--- config.mk ---
export PLATFORM = sky130hd
export DESIGN_NAME = sliding_door_drive_controller
export DESIGN_NICKNAME = d
export VERILOG_FILES = /design/src/sv/sdd_pkg.sv /design/src/sv/sdd_door_fsm.sv /design/src/sv/sdd_load_monitor.sv /design/src/sv/sliding_door_drive_controller.sv
export SDC_FILE = /design/constraint.sdc
export NUM_CORES = 1
export LEC_CHECK = 0
export ABC_CLOCK_PERIOD_IN_PS = 11400
export BUFFER_PORTS_ARGS = -buffer_cell sky130_fd_sc_hd__buf_2
export CAP_MARGIN = 25
export CORE_MARGIN = 2
export CORE_UTILIZATION = 45
export DETAILED_ROUTE_END_ITERATION = 10
export GPL_TIMING_DRIVEN = 0
export SYNTH_ARGS = -nofsm -noshare
export SYNTH_HDL_FRONTEND = slang
export SYNTH_SLANG_ARGS = --single-unit
--- constraint.sdc ---
create_clock -name clock -period 11.4 [get_ports clock]
set_input_delay 0.57 -clock clock [delete_from_list [all_inputs] [get_ports clock]]
set_output_delay 0.57 -clock clock [all_outputs]
set_load 0.01 [all_outputs]
--- src/sv/sdd_pkg.sv ---
// ----------------------------------------------------------------------------
// sdd_pkg
// shared constants, codes and types of the sliding door drive controller
// ----------------------------------------------------------------------------
package sdd_pkg;

   // timing of the millisecond tick domain
   localparam int SAMPLE_PERIOD_MS = 20;
   localparam int BLINK_PERIOD_MS  = 1000;
   localparam int TICK_W           = $clog2(BLINK_PERIOD_MS);
   localparam int SAMPLE_W         = (SAMPLE_PERIOD_MS > 1) ? $clog2(SAMPLE_PERIOD_MS) : 1;

   // field widths
   localparam int READING_W  = 24;
   localparam int TIMEOUT_W  = 16;
   localparam int RATE_W     = 30;
   localparam int ELAPSED_W  = 17;
   localparam int PHASE_W    = 2;
   localparam int CSR_IDX_W  = 1;
   localparam int CSR_DATA_W = 30;
   localparam int REQ_DATA_W = 32;
   localparam int RSP_DATA_W = 8;

   // load change check
   localparam int CHANGE_SCALE = 50;
   localparam int DIFF_W       = READING_W + 1;
   localparam int SCALE_W      = $clog2(CHANGE_SCALE + 1);
   localparam int PROD_W       = DIFF_W + SCALE_W;

   // register reset values
   localparam logic [TIMEOUT_W-1:0] TIMEOUT_RESET = TIMEOUT_W'(10000);
   localparam logic [RATE_W-1:0]    RATE_RESET    = RATE_W'(1);

   // configuration register indexes
   localparam logic [CSR_IDX_W-1:0] CSR_MOVE_TIMEOUT = 1'd0;
   localparam logic [CSR_IDX_W-1:0] CSR_MAX_RATE     = 1'd1;

   // door phase codes
   localparam logic [PHASE_W-1:0] PH_IDLE  = 2'd0;
   localparam logic [PHASE_W-1:0] PH_OPEN  = 2'd1;
   localparam logic [PHASE_W-1:0] PH_CLOSE = 2'd2;

   // result of one tick from the door sequencer
   typedef struct packed {
      logic               open_drive;
      logic               close_drive;
      logic [PHASE_W-1:0] door_phase;
   } sdd_drive_type;

endpackage

--- src/sv/sdd_door_fsm.sv ---
// ----------------------------------------------------------------------------
// sdd_door_fsm
// trigger edge detection, move phase, elapsed time and solenoid drive
// ----------------------------------------------------------------------------
module sdd_door_fsm
   import sdd_pkg::*;
(
   input  logic                 clock,
   input  logic                 reset,
   input  logic                 step,
   input  logic                 trigger_level,
   input  logic                 load_stop,
   input  logic [TIMEOUT_W-1:0] move_timeout_ms,
   output logic                 moving,
   output sdd_drive_type        drive
);

   logic [PHASE_W-1:0]   phase_ff, phase_in;
   logic                 prev_trig_ff;
   logic [ELAPSED_W-1:0] elapsed_ff, elapsed_in;
   logic [PHASE_W-1:0]   edge_phase;
   logic [PHASE_W-1:0]   mid_phase;

   always_comb begin
      edge_phase = phase_ff;
      if (trigger_level && !prev_trig_ff) begin
         edge_phase = PH_OPEN;
      end
      if (!trigger_level && prev_trig_ff) begin
         edge_phase = PH_CLOSE;
      end

      drive.open_drive  = 1'b0;
      drive.close_drive = 1'b0;
      if (edge_phase == PH_OPEN || edge_phase == PH_CLOSE) begin
         // saturating count of moving ticks
         elapsed_in = (elapsed_ff == '1) ? elapsed_ff : elapsed_ff + 1'b1;
         drive.open_drive  = (edge_phase == PH_OPEN);
         drive.close_drive = (edge_phase == PH_CLOSE);
         mid_phase = (elapsed_in > ELAPSED_W'(move_timeout_ms)) ? PH_IDLE : edge_phase;
      end else begin
         elapsed_in = '0;
         mid_phase  = PH_IDLE;
      end

      moving          = (mid_phase != PH_IDLE);
      phase_in        = load_stop ? PH_IDLE : mid_phase;
      drive.door_phase = phase_in;
   end

   always_ff @(posedge clock) begin
      if (reset) begin
         phase_ff     <= PH_IDLE;
         prev_trig_ff <= 1'b0;
         elapsed_ff   <= '0;
      end else if (step) begin
         phase_ff     <= phase_in;
         prev_trig_ff <= trigger_level;
         elapsed_ff   <= elapsed_in;
      end
   end

endmodule

--- src/sv/sdd_load_monitor.sv ---
// ----------------------------------------------------------------------------
// sdd_load_monitor
// load cell sampling, change check against threshold and status blink
// ----------------------------------------------------------------------------
module sdd_load_monitor
   import sdd_pkg::*;
(
   input  logic                        clock,
   input  logic                        reset,
   input  logic                        step,
   input  logic                        cell_ready,
   input  logic signed [READING_W-1:0] cell_reading,
   input  logic [RATE_W-1:0]           max_load_change_rate,
   input  logic                        moving,
   output logic                        load_stop,
   output logic                        status_led
);

   logic [TICK_W-1:0]           tick_ff, tick_in;
   logic [SAMPLE_W-1:0]         sample_ff, sample_in;
   logic signed [READING_W-1:0] newest_ff, newest_in;
   logic signed [READING_W-1:0] older_ff, older_in;
   logic                        newest_vld_ff, newest_vld_in;
   logic                        older_vld_ff, older_vld_in;
   logic                        tick_wrap;
   logic signed [DIFF_W-1:0]    diff;
   logic [DIFF_W-1:0]           abs_diff;
   logic [PROD_W-1:0]           scaled;

   always_comb begin
      // sample slot and blink position of this tick
      tick_wrap = (tick_ff == TICK_W'(BLINK_PERIOD_MS - 1));
      tick_in   = tick_wrap ? '0 : tick_ff + 1'b1;
      if (tick_wrap || sample_ff == SAMPLE_W'(SAMPLE_PERIOD_MS - 1)) begin
         sample_in = '0;
      end else begin
         sample_in = sample_ff + 1'b1;
      end

      newest_in     = newest_ff;
      older_in      = older_ff;
      newest_vld_in = newest_vld_ff;
      older_vld_in  = older_vld_ff;
      if (sample_ff == '0) begin
         older_in      = newest_ff;
         older_vld_in  = newest_vld_ff;
         newest_in     = cell_ready ? cell_reading : '0;
         newest_vld_in = cell_ready;
      end

      diff      = DIFF_W'(newest_in) - DIFF_W'(older_in);
      abs_diff  = diff[DIFF_W-1] ? DIFF_W'(-diff) : DIFF_W'(diff);
      scaled    = PROD_W'(abs_diff) * PROD_W'(CHANGE_SCALE);
      load_stop = moving && newest_vld_in && older_vld_in
                  && (scaled > PROD_W'(max_load_change_rate));

      status_led = !cell_ready && (tick_ff < TICK_W'(BLINK_PERIOD_MS / 2));
   end

   always_ff @(posedge clock) begin
      if (reset) begin
         tick_ff       <= '0;
         sample_ff     <= '0;
         newest_ff     <= '0;
         older_ff      <= '0;
         newest_vld_ff <= 1'b1;
         older_vld_ff  <= 1'b1;
      end else if (step) begin
         tick_ff       <= tick_in;
         sample_ff     <= sample_in;
         newest_ff     <= newest_in;
         older_ff      <= older_in;
         newest_vld_ff <= newest_vld_in;
         older_vld_ff  <= older_vld_in;
      end
   end

endmodule

--- src/sv/sliding_door_drive_controller.sv ---
// ----------------------------------------------------------------------------
// sliding_door_drive_controller
// millisecond tick driven door sequencer with load cell change stop
// ----------------------------------------------------------------------------
// path: a request is captured in the input register and its result in the
// result register, which drives rsp_tvalid and holds while rsp_tready is low
// throughput: one tick per cycle, set by the input and result registers
// which advance together whenever the result register is free or taken
// reset: synchronous, clears both pipeline stages and all door state;
// timeout returns to 10000 ms and the change threshold to 1
module sliding_door_drive_controller
   import sdd_pkg::*;
(
   input  logic                  clock,
   input  logic                  reset,
   // request channel, one transaction per millisecond tick
   input  logic                  req_tvalid,
   output logic                  req_tready,
   input  logic [REQ_DATA_W-1:0] req_tdata,  // trigger_level[0], cell_reading[24:1], zero
   input  logic                  req_tuser,  // cell_ready[0]
   // result channel
   output logic                  rsp_tvalid,
   input  logic                  rsp_tready,
   output logic [RSP_DATA_W-1:0] rsp_tdata,  // open_drive[0], close_drive[1],
                                             // status_led[2], door_phase[4:3], zero
   // configuration write channel
   input  logic                  csr_valid,
   output logic                  csr_ready,
   input  logic [CSR_IDX_W-1:0]  csr_index,
   input  logic [CSR_DATA_W-1:0] csr_data
);

   // configuration registers
   logic [TIMEOUT_W-1:0] timeout_ff;
   logic [RATE_W-1:0]    rate_ff;

   // input stage
   logic                        in_vld_ff, in_vld_in;
   logic                        in_trig_ff;
   logic                        in_ready_ff;
   logic signed [READING_W-1:0] in_reading_ff;

   // result stage
   logic                  out_vld_ff, out_vld_in;
   logic [RSP_DATA_W-1:0] out_data_ff;

   logic          advance;
   logic          step;
   logic          moving;
   logic          load_stop;
   logic          status_led;
   sdd_drive_type drive;

   // config is always taken
   assign csr_ready = 1'b1;

   always_ff @(posedge clock) begin
      if (reset) begin
         timeout_ff <= TIMEOUT_RESET;
         rate_ff    <= RATE_RESET;
      end else if (csr_valid) begin
         unique case (csr_index)
            CSR_MOVE_TIMEOUT: timeout_ff <= csr_data[TIMEOUT_W-1:0];
            CSR_MAX_RATE:     rate_ff    <= csr_data[RATE_W-1:0];
            default:          ;
         endcase
      end
   end

   // pipeline moves when the result register is empty or being taken
   assign advance    = !out_vld_ff || rsp_tready;
   assign step       = in_vld_ff && advance;
   assign req_tready = !in_vld_ff || advance;

   always_comb begin
      in_vld_in = in_vld_ff;
      if (req_tvalid && req_tready) begin
         in_vld_in = 1'b1;
      end else if (step) begin
         in_vld_in = 1'b0;
      end
      out_vld_in = advance ? in_vld_ff : out_vld_ff;
   end

   always_ff @(posedge clock) begin
      if (reset) begin
         in_vld_ff  <= 1'b0;
         out_vld_ff <= 1'b0;
      end else begin
         in_vld_ff  <= in_vld_in;
         out_vld_ff <= out_vld_in;
      end
   end

   // capture the tick transaction
   always_ff @(posedge clock) begin
      if (req_tvalid && req_tready) begin
         in_trig_ff    <= req_tdata[0];
         in_reading_ff <= req_tdata[READING_W:1];
         in_ready_ff   <= req_tuser;
      end
   end

   // door sequencer: edges, elapsed time, drives
   sdd_door_fsm u_door_fsm (
      .clock           (clock),
      .reset           (reset),
      .step            (step),
      .trigger_level   (in_trig_ff),
      .load_stop       (load_stop),
      .move_timeout_ms (timeout_ff),
      .moving          (moving),
      .drive           (drive)
   );

   // load samples, change stop and status blink
   sdd_load_monitor u_load_monitor (
      .clock                (clock),
      .reset                (reset),
      .step                 (step),
      .cell_ready           (in_ready_ff),
      .cell_reading         (in_reading_ff),
      .max_load_change_rate (rate_ff),
      .moving               (moving),
      .load_stop            (load_stop),
      .status_led           (status_led)
   );

   // result register, payload loads on each processed tick
   always_ff @(posedge clock) begin
      if (step) begin
         out_data_ff <= {3'b000, drive.door_phase, status_led,
                         drive.close_drive, drive.open_drive};
      end
   end

   assign rsp_tvalid = out_vld_ff;
   assign rsp_tdata  = out_data_ff;

endmodule

==> qor.txt <==
Core area: 0.0276 sq mm
Placement Setup Slack: 0.130 ns
Clock Skew: 0.0225 ns
Layout cells sized above 1: 0.0904
Detail Placement HPWL: 23500 um
Worst Path Max Fanout: 10
Least-Margin Pin Slew: 0.870 ns
WHS Path Cells: 1
TritonCTS clock tree: yes
Status: complete, no violations
Initial DRC Count: 622
Wire per inst: 14.5 um
Worst hold endpoint: in_reading_ff[13]$_DFFE_PP_
Tcrit/Tclk final: 0.927
Worst path max stage delay: 0.52 ns
Slowest cell on the critical path: fa_1
Most common cell in the netlist: nand2_1
Post-DRT Antenna Nets: 0
Mapped cell area: 0.0126 sq mm
GRT Util Overall: 0.206
Pins Over Slew Limit: 0
Yosys warning total: 0
Root Buffer: clkbuf_16
Pin count of the biggest net entering global routing: 27
Fmax achieved: 94.6 MHz
Setup-violating endpoint count in the final report: 0
Yosys top cell by area: dfxtp_1
Final Worst Setup Slack: 0.831 ns
IO Port Bufs: 67
Post-Synthesis Cells: 1545
Wirelength, routed: 29400 um
Cell count of the worst reg-to-reg path: 50
Synth cell types: 86
Critical path arrival: 10.75 ns
Initial Util: 0.456
Die Wd: 171 um
Reg clk slew, reported paths: 0.09 ns
Type of the worst setup path: reg2reg
Syn avg cell area: 8.15 sq um
Worst-Skew Late Latency: 0.44 ns
Area grow syn2layout: 12.1%
Top-area cell type share of the netlist area: 0.212
Via count: 10400
Diode count: 0
Vias per cell: 5.14
Top cells by count, synth: nand2_1 (255), ha_1 (153), inv_1 (144)
FF+latch count, synth: 164
CP required: 11.58 ns
Drt first pass iters: 5
MaxCap Viol Count: 0
Hold_sp: req_tdata[14]
Post-route setup TNS: 0 ns
Row count: 61
Most Frequent Cell on Critical Path: ha_1
Final hold violations: 0
Hold Path Class: in2reg
DRC viols: 0
Worst setup EP type: register
Layout fillers: 2813
# hold bufs at CTS: 0
Main flop type after synthesis: dfxtp_1
CTS buffer count: 17
Die height: 171 um
Total grt overflow: 0
H-tree levels: 4
Die ar.: 0.0293 sq mm
I/O pin count: 80
CTS Sinks: 164
RSZ-0062 raised after global routing: false
Rel. slew slack: 0.416
Worst r2r dst: rsp_tdata[3]$_DFFE_PP_
Seq/Total Area, Yosys: 0.285
Gp weighted congestion: 0.820
Clock buffer depth: 2
Post-synth EDFFs: 31
Final net count: 1879
Top cells by area, synth: dfxtp_1 (21%), ha_1 (15%), nand2_1 (7.6%)
Vias in the first global route: 9894
R2r startpoint: u_load_monitor.sample_ff[0]$_SDFFE_PP0P_
First-pass GRT wire length: 48600 um
Register-to-Register Setup Slack: 0.83 ns
Min Tclk post-route: 10.57 ns
Initial antenna violation count: 0
Async set-reset flop share out of synthesis: 0
CP Launch Type: register
==> stage by stage <==
stage	cells	hold WS (ns)	area [sq um]	utilization
after floorplan	1547	0.436	12600	-
after global placement	1992	0.441	13400	0.485
after detailed placement	1992	0.446	13400	0.485
after CTS	2024	0.282	14000	0.508
after global routing	2027	0.289	14100	0.511
final	2027	0.295	14100	0.511
==> state kept, by name, summed over array words and instances, names as in the netlist, 2 cells and up, named ones only <==
name                      count
rsp_tdata                     5
u_load_monitor.newest_ff     23
u_load_monitor.sample_ff      5
rate_ff                      30
u_load_monitor.tick_ff       10
u_door_fsm.phase_ff           2
u_door_fsm.elapsed_ff        17
u_load_monitor.older_ff      24
timeout_ff                   16
in_reading_ff                24
==> per-layer routing <==
layer / global-route usage / part of all wire
met1: 0.290 / 0.51
met2: 0.337 / 0.45
met3: 0.0265 / 0.033
met4: 0.0413 / 0.010
met5: 0 / 0
==> critical path, delay by kind of cell, from the launching register on <==
family | cells | cell delay [ns]
AO/OA/AOI/OAI | 18 | 3.86
adder cells (fa/ha/maj) | 8 | 2.44
AND/OR/NAND/NOR | 15 | 2.30
buffers and inverters | 7 | 1.11
flip-flops | 1 | 0.35
XOR/XNOR | 2 | 0.25
==> final cells by class <==
cell class | instances | area [sq um] | share of cell area
clock inverter | 15 | 204 | 0.0144
multi-input combinational | 1172 | 8220 | 0.582
inverter | 144 | 541 | 0.0383
sequential | 164 | 3590 | 0.255
buffer | 67 | 279 | 0.0198
clock buffer | 17 | 425 | 0.0301
timing repair buffer | 70 | 378 | 0.0268
tap | 378 | 473 | 0.0335
==> worst max-delay path by stage <==
stage / cells past startpoint / from / to / slack, ns
finish: 50 / u_load_monitor.sample_ff[0]$_SDFFE_PP0P_ / rsp_tdata[3]$_DFFE_PP_ / 0.83
global route: 50 / u_load_monitor.sample_ff[0]$_SDFFE_PP0P_ / rsp_tdata[3]$_DFFE_PP_ / 0.08
CTS: 48 / u_load_monitor.sample_ff[0]$_SDFFE_PP0P_ / u_door_fsm.phase_ff[0]$_SDFFE_PP0P_ / 0.05
detailed placement: 49 / u_load_monitor.sample_ff[0]$_SDFFE_PP0P_ / rsp_tdata[3]$_DFFE_PP_ / 0.13
global placement: 48 / u_load_monitor.sample_ff[0]$_SDFFE_PP0P_ / rsp_tdata[3]$_DFFE_PP_ / 0.17
floorplan: 49 / u_load_monitor.sample_ff[0]$_SDFFE_PP0P_ / u_door_fsm.phase_ff[0]$_SDFFE_PP0P_ / 1.83
==> logic make-up (layout without fill, tap and decap cells) <==
family          after synthesis  after routing  synth area share
xor+xnor                    118            118            0.0854
buf+inv                     211            313            0.0645
flops                       164            164             0.285
compound gates              311            311             0.160
fa+ha+maj                   175            175             0.186
other cells                   2              4          0.000597
simple gates                539            539             0.198
mux                          25             25            0.0200
==> repair_timing <==
action | CTS | global route
hold endpoints to repair | 0 | 0
buffers inserted | 0 | 2
gates resized for setup | 0 | 16
setup endpoints to repair | 0 | 4
==> layout by cell type (no fill, tap or decap), types with 13 or more instances in the layout <==
cell type / n
xnor2_1: 66
fa_1: 21
clkbuf_16: 17
nand2_1: 255
a21o_1: 33
nor2_1: 91
dfxtp_1: 133
edfxtp_1: 31
nand3_1: 68
inv_1: 144
nor2b_1: 21
nor3_1: 16
clkbuf_1: 53
o21ai_0: 32
buf_2: 68
mux2i_1: 24
o21a_1: 13
ha_1: 153
a22oi_1: 14
a21oi_1: 141
xor2_1: 46
nand4_1: 18
Power is not shown: default switching activity piles up to over one toggle a cycle in this logic, so the estimate is an artifact.
